<file path="src/hw/rtl/rrts_pkg.sv">
// ============================================================================
// rrts_pkg: shared types and constants of the round-robin task scheduler
// Transaction payloads, operation codes and the reset-time slot constants.
// ============================================================================
`default_nettype none

package rrts_pkg;

    // Operation codes carried in a command transaction
    typedef enum logic [1:0] {
        FUNC_TICK    = 2'd0,
        FUNC_READY   = 2'd1,
        FUNC_QUANTUM = 2'd2,
        FUNC_LEAVE   = 2'd3
    } func_t;

    // Slot 0 is the idle task
    localparam int unsigned IDLE_SLOT    = 0;
    // Slot that runs out of reset, and its quantum at reset
    localparam int unsigned BOOT_SLOT    = 1;
    localparam int unsigned BOOT_QUANTUM = 2;

    typedef struct packed {
        func_t       func;
        logic [3:0]  task_id;
        logic [15:0] quantum_value;
    } cmd_t;

    typedef struct packed {
        logic [3:0]  running_task;
        logic        switched;
        logic [15:0] slice_left;
        logic [4:0]  ready_count;
        logic [31:0] elapsed_ticks;
        logic [31:0] dispatch_count;
        logic        error;
    } status_t;

endpackage

`default_nettype wire

</file>
<file path="src/hw/rtl/rrts_ready_queue.sv">
// ============================================================================
// rrts_ready_queue: ring of ready task slots
// Single-port style ring memory with head, tail and fill level; a pop
// returns the head entry through a register, in the cycle after the pop.
// ============================================================================
`default_nettype none

module rrts_ready_queue #(
    parameter int unsigned TASK_SLOTS = 16
) (
    input  wire logic                                  clk,
    input  wire logic                                  rst_n,
    input  wire logic                                  push,
    input  wire logic [$clog2(TASK_SLOTS)-1:0]         push_slot,
    input  wire logic                                  pop,
    output logic      [$clog2(TASK_SLOTS)-1:0]         pop_slot,
    output logic      [$clog2(TASK_SLOTS+1)-1:0]       level
);
    import rrts_pkg::*;

    localparam int unsigned SLOT_W = $clog2(TASK_SLOTS);
    localparam int unsigned LVL_W  = $clog2(TASK_SLOTS + 1);
    localparam logic [SLOT_W-1:0] LAST_POS = SLOT_W'(TASK_SLOTS - 1);

    logic [SLOT_W-1:0] ring_mem [TASK_SLOTS];
    logic [SLOT_W-1:0] head_reg;
    logic [SLOT_W-1:0] tail_reg;
    logic [LVL_W-1:0]  level_reg;
    logic [SLOT_W-1:0] pop_slot_reg;

    function automatic logic [SLOT_W-1:0] next_pos(input logic [SLOT_W-1:0] p);
        return (p == LAST_POS) ? '0 : p + SLOT_W'(1);
    endfunction

    // storage and registered read port
    always_ff @(posedge clk)
    begin
        if (push)
        begin
            ring_mem[tail_reg] <= push_slot;
        end
        if (pop)
        begin
            pop_slot_reg <= ring_mem[head_reg];
        end
    end

    always_ff @(posedge clk or negedge rst_n)
    begin
        if (!rst_n)
        begin
            head_reg  <= '0;
            tail_reg  <= '0;
            level_reg <= '0;
        end
        else
        begin
            if (push)
            begin
                tail_reg <= next_pos(tail_reg);
            end
            if (pop)
            begin
                head_reg <= next_pos(head_reg);
            end
            if (push && !pop)
            begin
                level_reg <= level_reg + LVL_W'(1);
            end
            else if (pop && !push)
            begin
                level_reg <= level_reg - LVL_W'(1);
            end
        end
    end

    assign pop_slot = pop_slot_reg;
    assign level    = level_reg;

`ifndef SYNTHESIS
    // occupancy never goes past the ring size
    assert property (@(posedge clk) disable iff (!rst_n)
        level_reg <= LVL_W'(TASK_SLOTS))
        else $error("ready queue level above capacity");
    // pop only with something queued
    assert property (@(posedge clk) disable iff (!rst_n)
        pop |-> (level_reg != '0))
        else $error("pop from empty ready queue");
    // push only with room left
    assert property (@(posedge clk) disable iff (!rst_n)
        (push && !pop) |-> (level_reg < LVL_W'(TASK_SLOTS)))
        else $error("push into full ready queue");
`endif

endmodule

`default_nettype wire

</file>
<file path="src/hw/rtl/rrts_task_table.sv">
// ============================================================================
// rrts_task_table: per-slot quantum, elapsed-tick and dispatch-count memory
// One write and one registered read per cycle; rows never written read
// back as their reset contents through per-row valid bits.
// ============================================================================
`default_nettype none

module rrts_task_table #(
    parameter int unsigned TASK_SLOTS   = 16,
    parameter int unsigned QUANTUM_BITS = 16
) (
    input  wire logic                              clk,
    input  wire logic                              rst_n,
    input  wire logic                              rd_en,
    input  wire logic [$clog2(TASK_SLOTS)-1:0]     rd_addr,
    output logic      [QUANTUM_BITS-1:0]           rd_quantum,
    output logic      [31:0]                       rd_elapsed,
    output logic      [31:0]                       rd_count,
    input  wire logic                              wr_en,
    input  wire logic [$clog2(TASK_SLOTS)-1:0]     wr_addr,
    input  wire logic [QUANTUM_BITS-1:0]           wr_quantum,
    input  wire logic [31:0]                       wr_elapsed,
    input  wire logic [31:0]                       wr_count
);
    import rrts_pkg::*;

    localparam int unsigned SLOT_W = $clog2(TASK_SLOTS);
    localparam int unsigned ROW_W  = QUANTUM_BITS + 64;

    logic [ROW_W-1:0]  row_mem [TASK_SLOTS];
    logic [ROW_W-1:0]  rd_row_reg;
    logic [TASK_SLOTS-1:0] valid_reg;
    logic              rd_valid_reg;
    logic [SLOT_W-1:0] rd_addr_reg;

    always_ff @(posedge clk)
    begin
        if (wr_en)
        begin
            row_mem[wr_addr] <= {wr_quantum, wr_elapsed, wr_count};
        end
        if (rd_en)
        begin
            rd_row_reg  <= row_mem[rd_addr];
            rd_addr_reg <= rd_addr;
        end
    end

    always_ff @(posedge clk or negedge rst_n)
    begin
        if (!rst_n)
        begin
            valid_reg    <= '0;
            rd_valid_reg <= 1'b0;
        end
        else
        begin
            if (wr_en)
            begin
                valid_reg[wr_addr] <= 1'b1;
            end
            if (rd_en)
            begin
                rd_valid_reg <= valid_reg[rd_addr];
            end
        end
    end

    // unwritten rows: boot slot has its reset quantum, all else zero
    always_comb
    begin
        if (rd_valid_reg)
        begin
            rd_quantum = rd_row_reg[ROW_W-1:64];
            rd_elapsed = rd_row_reg[63:32];
            rd_count   = rd_row_reg[31:0];
        end
        else
        begin
            rd_quantum = (rd_addr_reg == SLOT_W'(BOOT_SLOT)) ?
                         QUANTUM_BITS'(BOOT_QUANTUM) : '0;
            rd_elapsed = '0;
            rd_count   = '0;
        end
    end

endmodule

`default_nettype wire

</file>
<file path="src/hw/rtl/round_robin_task_scheduler_core.sv">
// ============================================================================
// round_robin_task_scheduler_core: round-robin time-slice task scheduler
// Sequencer, running-task row cache and output register around the task
// table and ready queue memories.
// ============================================================================
`default_nettype none

// One command transaction in, one status transaction out. Slot 0 is the idle
// task; slot 1 runs out of reset with a quantum of 2. A command passes through
// accept, execute and result states for a tick without dispatch, a make-ready
// or a set-quantum of the running task; a set-quantum of any other slot adds a
// read-modify-write of its task-table row, and a tick that dispatches or a
// leave adds a write-back of the outgoing row, a pop of the ready queue and a
// read of the incoming row. The task table and the ready queue both have
// registered reads. A new command is taken while the previous status still
// waits in the output register; the result of the next one is held until
// that register is free. The running task's row lives in a register cache
// and is written to the table only when the task is switched out.
module round_robin_task_scheduler_core #(
    parameter int unsigned TASK_SLOTS   = 16,
    parameter int unsigned QUANTUM_BITS = 16
) (
    input  wire logic           clk,
    input  wire logic           rst_n,
    input  wire logic           cmd_valid,
    output logic                cmd_ready,
    input  wire rrts_pkg::cmd_t cmd,
    output logic                status_valid,
    input  wire logic           status_ready,
    output rrts_pkg::status_t   status
);
    import rrts_pkg::*;

    localparam int unsigned SLOT_W = $clog2(TASK_SLOTS);
    localparam int unsigned LVL_W  = $clog2(TASK_SLOTS + 1);

    typedef enum logic [2:0] {
        S_IDLE,
        S_EXEC,
        S_POP,
        S_LOAD,
        S_QWR,
        S_FIN
    } state_t;

    state_t            state_reg;

    // latched command
    func_t             op_func_reg;
    logic [3:0]        op_tid_reg;
    logic [15:0]       op_qv_reg;

    // scheduler state
    logic [SLOT_W-1:0]       cur_reg;
    logic [QUANTUM_BITS-1:0] remaining_reg;
    logic                    pop_reg;      // next slot comes from the queue
    logic                    requeue_reg;  // outgoing task goes to the tail
    logic                    switched_reg;
    logic                    err_reg;

    // cached row of the running task (table copy is stale while it runs)
    logic [QUANTUM_BITS-1:0] cache_quantum_reg;
    logic [31:0]             cache_elapsed_reg;
    logic [31:0]             cache_count_reg;

    status_t           status_reg;
    logic              status_valid_reg;

    // memory ports
    logic                    tbl_rd_en;
    logic [SLOT_W-1:0]       tbl_rd_addr;
    logic [QUANTUM_BITS-1:0] tbl_rd_quantum;
    logic [31:0]             tbl_rd_elapsed;
    logic [31:0]             tbl_rd_count;
    logic                    tbl_wr_en;
    logic [SLOT_W-1:0]       tbl_wr_addr;
    logic [QUANTUM_BITS-1:0] tbl_wr_quantum;
    logic [31:0]             tbl_wr_elapsed;
    logic [31:0]             tbl_wr_count;

    logic                    q_push;
    logic [SLOT_W-1:0]       q_push_slot;
    logic                    q_pop;
    logic [SLOT_W-1:0]       q_pop_slot;
    logic [LVL_W-1:0]        q_level;

    // decode helpers
    logic [31:0]             tick_elapsed;
    logic [QUANTUM_BITS-1:0] slice_dec;
    logic                    tick_switch;
    logic                    queue_nonempty;
    logic [SLOT_W-1:0]       tid_slot;
    logic                    tid_in_range;
    logic                    ready_err;
    logic [SLOT_W-1:0]       next_slot;

    rrts_task_table #(
        .TASK_SLOTS   (TASK_SLOTS),
        .QUANTUM_BITS (QUANTUM_BITS)
    ) u_table (
        .clk        (clk),
        .rst_n      (rst_n),
        .rd_en      (tbl_rd_en),
        .rd_addr    (tbl_rd_addr),
        .rd_quantum (tbl_rd_quantum),
        .rd_elapsed (tbl_rd_elapsed),
        .rd_count   (tbl_rd_count),
        .wr_en      (tbl_wr_en),
        .wr_addr    (tbl_wr_addr),
        .wr_quantum (tbl_wr_quantum),
        .wr_elapsed (tbl_wr_elapsed),
        .wr_count   (tbl_wr_count)
    );

    rrts_ready_queue #(
        .TASK_SLOTS (TASK_SLOTS)
    ) u_queue (
        .clk       (clk),
        .rst_n     (rst_n),
        .push      (q_push),
        .push_slot (q_push_slot),
        .pop       (q_pop),
        .pop_slot  (q_pop_slot),
        .level     (q_level)
    );

    assign tick_elapsed   = cache_elapsed_reg + 32'd1;
    // slice counts down and sticks at zero
    assign slice_dec      = (remaining_reg != '0) ?
                            remaining_reg - QUANTUM_BITS'(1) : remaining_reg;
    assign queue_nonempty = (q_level != '0);
    assign tick_switch    = (slice_dec == '0) && queue_nonempty;
    assign tid_in_range   = (32'(op_tid_reg) < TASK_SLOTS);
    assign tid_slot       = SLOT_W'(op_tid_reg);
    // idle slot, slot beyond the table, or no room left
    assign ready_err      = (op_tid_reg == 4'(IDLE_SLOT)) || !tid_in_range ||
                            (q_level >= LVL_W'(TASK_SLOTS));
    // leave with an empty queue falls back to idle
    assign next_slot      = pop_reg ? q_pop_slot : SLOT_W'(IDLE_SLOT);

    // memory port control
    always_comb
    begin
        tbl_rd_en      = 1'b0;
        tbl_rd_addr    = cur_reg;
        tbl_wr_en      = 1'b0;
        tbl_wr_addr    = cur_reg;
        tbl_wr_quantum = cache_quantum_reg;
        tbl_wr_elapsed = cache_elapsed_reg;
        tbl_wr_count   = cache_count_reg;
        q_push         = 1'b0;
        q_push_slot    = cur_reg;
        q_pop          = 1'b0;
        unique case (state_reg)
            S_EXEC:
            begin
                case (op_func_reg)
                    FUNC_TICK:
                    begin
                        // switching out: write back row, start the pop
                        if (tick_switch)
                        begin
                            q_pop          = 1'b1;
                            tbl_wr_en      = 1'b1;
                            tbl_wr_elapsed = tick_elapsed;
                        end
                    end
                    FUNC_READY:
                    begin
                        if (!ready_err)
                        begin
                            q_push      = 1'b1;
                            q_push_slot = tid_slot;
                        end
                    end
                    FUNC_QUANTUM:
                    begin
                        if (tid_in_range && (tid_slot != cur_reg))
                        begin
                            tbl_rd_en   = 1'b1;
                            tbl_rd_addr = tid_slot;
                        end
                    end
                    default:
                    begin
                        q_pop     = queue_nonempty;
                        tbl_wr_en = 1'b1;
                    end
                endcase
            end
            S_POP:
            begin
                // row written last cycle, so a re-dispatch of the same slot
                // reads the fresh copy
                tbl_rd_en   = 1'b1;
                tbl_rd_addr = next_slot;
                q_push      = requeue_reg;
            end
            S_QWR:
            begin
                tbl_wr_en      = 1'b1;
                tbl_wr_addr    = tid_slot;
                tbl_wr_quantum = QUANTUM_BITS'(op_qv_reg);
                tbl_wr_elapsed = tbl_rd_elapsed;
                tbl_wr_count   = tbl_rd_count;
            end
            default:
            begin
            end
        endcase
    end

    // sequencer, scheduler state and output register
    always_ff @(posedge clk or negedge rst_n)
    begin
        if (!rst_n)
        begin
            state_reg         <= S_IDLE;
            op_func_reg       <= FUNC_TICK;
            op_tid_reg        <= '0;
            op_qv_reg         <= '0;
            cur_reg           <= SLOT_W'(BOOT_SLOT);
            remaining_reg     <= '0;
            pop_reg           <= 1'b0;
            requeue_reg       <= 1'b0;
            switched_reg      <= 1'b0;
            err_reg           <= 1'b0;
            cache_quantum_reg <= QUANTUM_BITS'(BOOT_QUANTUM);
            cache_elapsed_reg <= '0;
            cache_count_reg   <= '0;
            status_reg        <= '0;
            status_valid_reg  <= 1'b0;
        end
        else
        begin
            // the result state reloads the register itself
            if (status_valid_reg && status_ready && (state_reg != S_FIN))
            begin
                status_valid_reg <= 1'b0;
            end
            unique case (state_reg)
                S_IDLE:
                begin
                    if (cmd_valid)
                    begin
                        op_func_reg <= cmd.func;
                        op_tid_reg  <= cmd.task_id;
                        op_qv_reg   <= cmd.quantum_value;
                        state_reg   <= S_EXEC;
                    end
                end
                S_EXEC:
                begin
                    switched_reg <= 1'b0;
                    err_reg      <= 1'b0;
                    case (op_func_reg)
                        FUNC_TICK:
                        begin
                            cache_elapsed_reg <= tick_elapsed;
                            remaining_reg     <= slice_dec;
                            if (tick_switch)
                            begin
                                pop_reg     <= 1'b1;
                                requeue_reg <= (cur_reg != SLOT_W'(IDLE_SLOT));
                                state_reg   <= S_POP;
                            end
                            else
                            begin
                                state_reg <= S_FIN;
                            end
                        end
                        FUNC_READY:
                        begin
                            err_reg   <= ready_err;
                            state_reg <= S_FIN;
                        end
                        FUNC_QUANTUM:
                        begin
                            if (tid_in_range && (tid_slot != cur_reg))
                            begin
                                state_reg <= S_QWR;
                            end
                            else
                            begin
                                if (tid_in_range)
                                begin
                                    cache_quantum_reg <= QUANTUM_BITS'(op_qv_reg);
                                end
                                state_reg <= S_FIN;
                            end
                        end
                        default:
                        begin
                            pop_reg     <= queue_nonempty;
                            requeue_reg <= 1'b0;
                            state_reg   <= S_POP;
                        end
                    endcase
                end
                S_POP:
                begin
                    cur_reg   <= next_slot;
                    state_reg <= S_LOAD;
                end
                S_LOAD:
                begin
                    cache_quantum_reg <= tbl_rd_quantum;
                    cache_elapsed_reg <= tbl_rd_elapsed;
                    cache_count_reg   <= tbl_rd_count + 32'd1;
                    remaining_reg     <= tbl_rd_quantum;
                    switched_reg      <= 1'b1;
                    state_reg         <= S_FIN;
                end
                S_QWR:
                begin
                    state_reg <= S_FIN;
                end
                S_FIN:
                begin
                    if (!status_valid_reg || status_ready)
                    begin
                        status_reg.running_task   <= 4'(cur_reg);
                        status_reg.switched       <= switched_reg;
                        status_reg.slice_left     <= 16'(remaining_reg);
                        status_reg.ready_count    <= 5'(q_level);
                        status_reg.elapsed_ticks  <= cache_elapsed_reg;
                        status_reg.dispatch_count <= cache_count_reg;
                        status_reg.error          <= err_reg;
                        status_valid_reg          <= 1'b1;
                        state_reg                 <= S_IDLE;
                    end
                end
                default:
                begin
                    state_reg <= S_IDLE;
                end
            endcase
        end
    end

    assign cmd_ready    = (state_reg == S_IDLE);
    assign status_valid = status_valid_reg;
    assign status       = status_reg;

`ifndef SYNTHESIS
    // running slot always names a real table row
    assert property (@(posedge clk) disable iff (!rst_n)
        32'(cur_reg) < TASK_SLOTS)
        else $error("running slot out of range");
    // a new status appears only from the result state
    assert property (@(posedge clk) disable iff (!rst_n)
        $rose(status_valid_reg) |-> $past(state_reg == S_FIN))
        else $error("status loaded outside result state");
    // the running task changes only through a dispatch
    assert property (@(posedge clk) disable iff (!rst_n)
        (cur_reg != $past(cur_reg)) |-> $past(state_reg == S_POP))
        else $error("running task changed without dispatch");
    // the table is never read and written at the same row in one cycle
    assert property (@(posedge clk) disable iff (!rst_n)
        (tbl_rd_en && tbl_wr_en) |-> (tbl_rd_addr != tbl_wr_addr))
        else $error("task table read and write collide");
`endif

endmodule

`default_nettype wire

</file>
<file path="config.mk">
export PLATFORM = sky130hd
export DESIGN_NAME = round_robin_task_scheduler_core
export DESIGN_NICKNAME = d
export VERILOG_FILES = /design/src/hw/rtl/rrts_pkg.sv /design/src/hw/rtl/rrts_ready_queue.sv /design/src/hw/rtl/rrts_task_table.sv /design/src/hw/rtl/round_robin_task_scheduler_core.sv
export SDC_FILE = /design/constraint.sdc
export NUM_CORES = 2
export LEC_CHECK = 0
export ABC_AREA = 1
export BUFFER_PORTS_ARGS = -buffer_cell sky130_fd_sc_hd__buf_2
export CORE_ASPECT_RATIO = 1.75
export CORE_MARGIN = 8
export CORE_UTILIZATION = 63
export CTS_CLUSTER_SIZE = 8
export DETAILED_ROUTE_END_ITERATION = 8
export GPL_TIMING_DRIVEN = 0
export PLACE_DENSITY = 0.8
export SKIP_CTS_REPAIR_TIMING = 1
export SLEW_MARGIN = 20
export SYNTH_ARGS = -nofsm -noshare
export SYNTH_HDL_FRONTEND = slang
export SYNTH_SLANG_ARGS = --single-unit
export TNS_END_PERCENT = 20
</file>
<file path="constraint.sdc">
create_clock -name clk -period 10.5 [get_ports clk]
set_input_delay 0.525 -clock clk [delete_from_list [all_inputs] [get_ports clk]]
set_output_delay 0.525 -clock clk [all_outputs]
set_load 0.05 [all_outputs]
</file>
# ---- Word level (Yosys, flattened, before mapping)
# Memories as Yosys holds them, arrays and structs flattened. A register that Yosys moved wholly into a read port is not among the register bits.
# Cells that the tools add are included.
dict set report totals {
  regBits 255
  mem_bits_rw 1344
  word_cells 151
  memories 2
}
# memory words word_bits read_ports rd_clocked_by_memory_dff wr line
set mem_list {}
lappend mem_list {u_table.row_mem 16 80 1 1 1 rrts_task_table.sv:30} ;# logic [ROW_W-1:0] row_mem [TASK_SLOTS];
lappend mem_list {u_queue.ring_mem 16 4 1 1 1 rrts_ready_queue.sv:25} ;# logic [SLOT_W-1:0] ring_mem [TASK_SLOTS];
dict set report classes {
  addsub 7
  n_lt_le_gt_ge 4
  eq_ne 18
  muxes 63
  bitwise 2
  reduce_logical 28
}
# operator n
set op_table {}
lappend op_table {{$mux W32} 6}
lappend op_table {{$pmux W32 S2} 2}
lappend op_table {{$mux W16} 6}
lappend op_table {{$add A32 B1 Y32 const B} 2}
lappend op_table {{$pmux W16 S2} 2}
lappend op_table {{$mux W4} 9}
lappend op_table {{$mux W1} 19}
lappend op_table {{$logic_not A16 Y1} 1}
lappend op_table {{$or A16 B16 Y16} 1}
lappend op_table {{$pmux W1 S2} 8}
lappend op_table {{$reduce_bool A16 Y1} 1}
lappend op_table {{$sub A16 B1 Y16 const B} 1}
lappend op_table {{$pmux W3 S5} 1}
lappend op_table {{$lt A4 B5 Y1 const B} 2}
lappend op_table {{$mux W5} 2}
lappend op_table {{$ne A2 B2 Y1 const B} 5}
lappend op_table {{$mux W3} 3}
lappend op_table {{$pmux W3 S3} 1}
lappend op_table {{$add A4 B1 Y4 const B} 2}
lappend op_table {{$eq A4 B4 Y1 const B} 2}
lappend op_table {{$pmux W4 S2} 1}
lappend op_table {{$reduce_and A2 Y1} 4}
lappend op_table {{$eq A3 B2 Y1 const B} 2}
lappend op_table {{$eq A3 B3 Y1 const B} 2}
lappend op_table {{26 further kinds} 37}

# ---- Longest topological paths before layout
dict set report depth {
  ltp_word 10
  ltp_mapped 25
  mapped_depth_nobuf 25
}

# ---- By module
# Synthesis repeated with hierarchy kept, for this count alone.
dict set report unflattened {
  cells_unflattened 6112
  area_unflattened_um2 70385.0
}
# module n_inst cells_per_inst area_each_um2
set modules_own_cells {}
lappend modules_own_cells {rrts_task_table 1 4064 54151.9}
lappend modules_own_cells {round_robin_task_scheduler_core 1 1673 12485.7}
lappend modules_own_cells {rrts_ready_queue 1 375 3747.3}

# ---- Worst setup path before layout
# No wires, ideal clock.
dict set report synth_timing {
  kind {flip-flop to flip-flop}
  startpoint {reg state_reg[1]}
  endpoint {reg u_table.rd_valid_reg}
  arrival_ps 7095
  t_required_ps 10081
  path_slack_ps 2987
  path_stages_with_launch 7
  path_buffers 0
  period_less_slack_ps 7513
  cell_sequence {dfrtp_1 > inv_2 > nand2_1 > nor2_4 > nand2_1 > o21ai_0 > o21ai_0}
}
# item line
set synth_lines {}
lappend synth_lines {{from (decl)} round_robin_task_scheduler_core.sv:46} ;# state_t state_reg;
lappend synth_lines {{from (signal assigned)} round_robin_task_scheduler_core.sv:218} ;# state_reg <= S_IDLE;
lappend synth_lines {{from (signal assigned)} round_robin_task_scheduler_core.sv:249} ;# state_reg <= S_EXEC;
lappend synth_lines {{from (signal assigned)} round_robin_task_scheduler_core.sv:265} ;# state_reg <= S_POP;
lappend synth_lines {{$eq A3 B2 Y1 / $eq A3 B1 Y1 (equally long branches)} round_robin_task_scheduler_core.sv:154} ;# unique case (state_reg)
lappend synth_lines {{$pmux W1 S2 *} round_robin_task_scheduler_core.sv:154}
lappend synth_lines {{named net tbl_rd_en} round_robin_task_scheduler_core.sv:70} ;# logic tbl_rd_en;
lappend synth_lines {{to (signal assigned)} rrts_task_table.sv:64} ;# rd_valid_reg <= valid_reg[rd_addr];
lappend synth_lines {{to (decl)} rrts_task_table.sv:33} ;# logic rd_valid_reg;
# Mark *: on every way through the listed nets, which the timed path passes. The rest lies on a longest branch. The select of a mux whose other input is x is not followed.
# A chain may end at the register's enable or synchronous reset.

# ---- Worst setup path after layout
dict set report layout_timing {
  startpoint {reg u_table.rd_valid_reg}
  endpoint {reg cache_count_reg[30]}
}
dict set report layout_between {
  elab_chain_cells 2
}
# item line
set layout_rtl {}
lappend layout_rtl {{$mux W32} rrts_task_table.sv:72} ;# if (rd_valid_reg)
lappend layout_rtl {{$add A32 B1 Y32} round_robin_task_scheduler_core.sv:309} ;# cache_count_reg <= tbl_rd_count + 32'd1;
lappend layout_rtl {{to (signal assigned)} round_robin_task_scheduler_core.sv:309}
lappend layout_rtl {{to (decl)} round_robin_task_scheduler_core.sv:64} ;# logic [31:0] cache_count_reg;
# No other way between the ends.

==> metrics.md <==
| Metric | Value |
|---|---|
| Yosys top cell by area | edfxtp_1 |
| Final hold slack | -0.0189 ns |
| Vias per cell | 6.67 |
| Row count | 161 |
| Post-synth ARST share | 0.149 |
| CTS tree | done |
| Most frequent cell after synthesis | edfxtp_1 |
| Synthesized Nets | 5721 |
| Setup violations, final | 0 |
| Die span in y | 457 um |
| Crit-path cells | buf_4 -> buf_2 -> buf_2 -> buf_1 -> nand2_1 -> inv_1 -> ha_1 -> nand2_1 -> nor2_1 -> nand4_1 -> nor2_1 -> nand4_1 -> nor2_1 -> nand3_1 -> nor2_1 -> xor2_1 -> nand2_1 -> o21ai_0 |
| IO buf count | 118 |
| Data required, critical path | 11.27 ns |
| Initial drt markers | 7586 |
| Worst setup EP type | register |
| Clk slew on worst S/H paths | 0.06 ns |
| Delay-heaviest family, CP | simple AND/OR/NAND/NOR gates |
| Register area share after synthesis | 0.705 |
| Primary FF master, synth | edfxtp_1 |
| Starting Density | 0.636 |
| Skew-Pair Late Insertion Delay | 0.86 ns |
| Final #Nets | 6146 |
| Register Area | 49300 um2 |
| Post-DP HPWL | 153000 um |
| Worst slew pin tran | 1.24 ns |
| Crit path time final | 4.77 ns |
| Worst relative slew slack | 0.174 |
| DR pass1 iterations | 9 |
| Most instantiated cells after synthesis | 1432 x edfxtp_1, 666 x nand2_1, 634 x o21ai_0, 528 x o211ai_1, 521 x nor2_1 |
| CTS Buffer Depth | 3 |
| Drt drc | 0 |
| TritonCTS Buffers | 228 |
| Synth Area per Inst | 12.3 um2 |
| Fmax | 0.210 GHz |
| Final ANT Viol Nets | 0 |
| Total global-route track usage | 0.370 |
| Overflow left after global routing | 0 |
| Sink Count | 1683 |
| Number of library cell types mapped by synthesis | 58 |
| Drt wl/cell | 29.9 um |
| Synth top area cells | edfxtp_1 61%, dfrtp_1 8.9%, o211ai_1 5.7% |
| Vias in the first global route | 52066 |
| Clock root buffer master | clkbuf_16 |
| Seq cells post-synth | 1683 |
| Crit path top cell by count | nor2_1 |
| Failing checks | negative hold slack |
| Layout cells sized above 1 | 0.147 |
| First-pass GRT wire length | 328000 um |
| Max incr delay on CP | 0.84 ns |
| CP arrival | 5.54 ns |
| Maxcap violations | 0 |
| Slew Limit Fails | 0 |
| Synth Instances | 5677 |
| RSZ-0062 raised after global routing | false |
| Core area | 110000 um2 |
| Aggregate routed wire length | 230000 um |
| Skew final | 0.0437 ns |
| Yosys top cell area share | 0.615 |
| Buffers plus inverters on the worst setup path | 5 |
| Syn Std Cell Area | 69900 um2 |
| Largest net degree at the start of global routing | 90 |
| Ports | 119 |
| Vias | 51462 |
| Max FO, Critical Path | 10 |
| Worst Setup Start Kind | register |
| Max FFs per register | 1280 |
| Antenna violations before repair | 15 |
| Synth warnings | 0 |
| Tcrit/Tclk final | 0.454 |
| Synth-to-Final Area Change | 14.6% |
| H-tree depth | 4 |
| Fill cell count | 6904 |
| Multi-input combinational cell area | 17900 um2 |
| Die Wd | 268 um |
| Critical path's slowest cell | buf_1 |
| Final Wtd Congestion | 1.06 |
| Hold Path Class | primary input to register |
| Final hold vios | 4 |
| Outcome | complete, but fails checks |
| Post-synth EDFFs | 1432 |
| Die footprint | 122000 um2 |
| Setup CP Type | register to register |
==> cell usage in the layout, fill, tap and decap left out, drive strengths merged, types with 2 or more instances in the layout <==
| master | instances |
|---|---|
| a21oi | 32 |
| a221oi | 2 |
| a22oi | 2 |
| a31oi | 9 |
| buf | 370 |
| clkbuf | 519 |
| clkinv | 10 |
| dfrtp | 249 |
| dfstp | 2 |
| diode | 9 |
| dlygate4sd3 | 19 |
| edfxtp | 1432 |
| ha | 17 |
| inv | 305 |
| mux2 | 9 |
| nand2 | 675 |
| nand3 | 220 |
| nand3b | 3 |
| nand4 | 15 |
| nor2 | 531 |
| nor3 | 21 |
| nor4 | 10 |
| o211ai | 528 |
| o21ai | 755 |
| o221ai | 73 |
| o22ai | 74 |
| or2 | 280 |
| xnor2 | 4 |
| xor2 | 58 |
==> final cells by class <==
cell class | instances | share of cell area
multi-input cells | 3328 | 0.223
clock buffers | 347 | 0.0768
clock inverters | 16 | 0.00404
well taps | 1467 | 0.0229
inverters | 300 | 0.0152
plain buffers | 366 | 0.0211
repair buffers | 195 | 0.0212
flip-flops and latches | 1683 | 0.615
diodes | 9 | 0.000281
==> per-layer routing <==
metal | vias up | share of wire | track usage
li1 | 21512 | - | -
met1 | 24678 | 0.30 | 0.389
met2 | 4041 | 0.49 | 0.616
met3 | 1215 | 0.11 | 0.0886
met4 | 16 | 0.099 | 0.318
met5 | - | 0.00063 | 0
==> worst paths after layout <==
path	from	to	slack [ns]	cells after the start
max	u_table.rd_valid_reg	cache_count_reg[30]	5.73	18
min	cmd[8]	op_qv_reg[8]	-0.02	3
max reg2reg	u_table.rd_valid_reg	cache_count_reg[30]	5.73	18
min reg2reg	u_table.valid_reg[0]	u_table.valid_reg[0]	0.46	2
max in group asynchronous	rst_n	status[49]	9.12	3
min in group asynchronous	rst_n	u_queue.head_reg[2]	0.27	2
==> worst register-to-register path: stages (launching register included) <==
cell and delay (ns):
dfrtp_1 0.36, buf_4 0.20, buf_2 0.28, buf_2 0.33
buf_1 0.84, nand2_1 0.18, inv_1 0.14, ha_1 0.23
nand2_1 0.07, nor2_1 0.21, nand4_1 0.23, nor2_1 0.24
nand4_1 0.25, nor2_1 0.38, nand3_1 0.23, nor2_1 0.19
xor2_1 0.18, nand2_1 0.07, o21ai_0 0.09
==> stage by stage <==
stage	TNS (ns)	cells	utilization	worst slack (ns)	instance area (um2)
floorplan	0	5677	-	2.99	69900
CTS	0	7683	0.726	6.04	79900
detailed placement	0	7320	0.667	6.04	73400
finish	0	7711	0.728	5.73	80100
global route	0	7704	0.728	5.57	80100
global placement	-262.50	7262	0.658	-3.38	72400
==> kinds of logic after synthesis <==
family,count (synthesis),synth area share
flip-flops,1683,0.705
multiplexers,9,0.00145
AND/OR/NAND/NOR,1759,0.112
adder cells (fa/ha/maj),18,0.00333
AO/OA/AOI/OAI,1480,0.131
XOR/XNOR,62,0.00777
buffers and inverters,666,0.0403
Power is not shown: default switching activity piles up to over one toggle a cycle in this logic, so the estimate is an artifact.
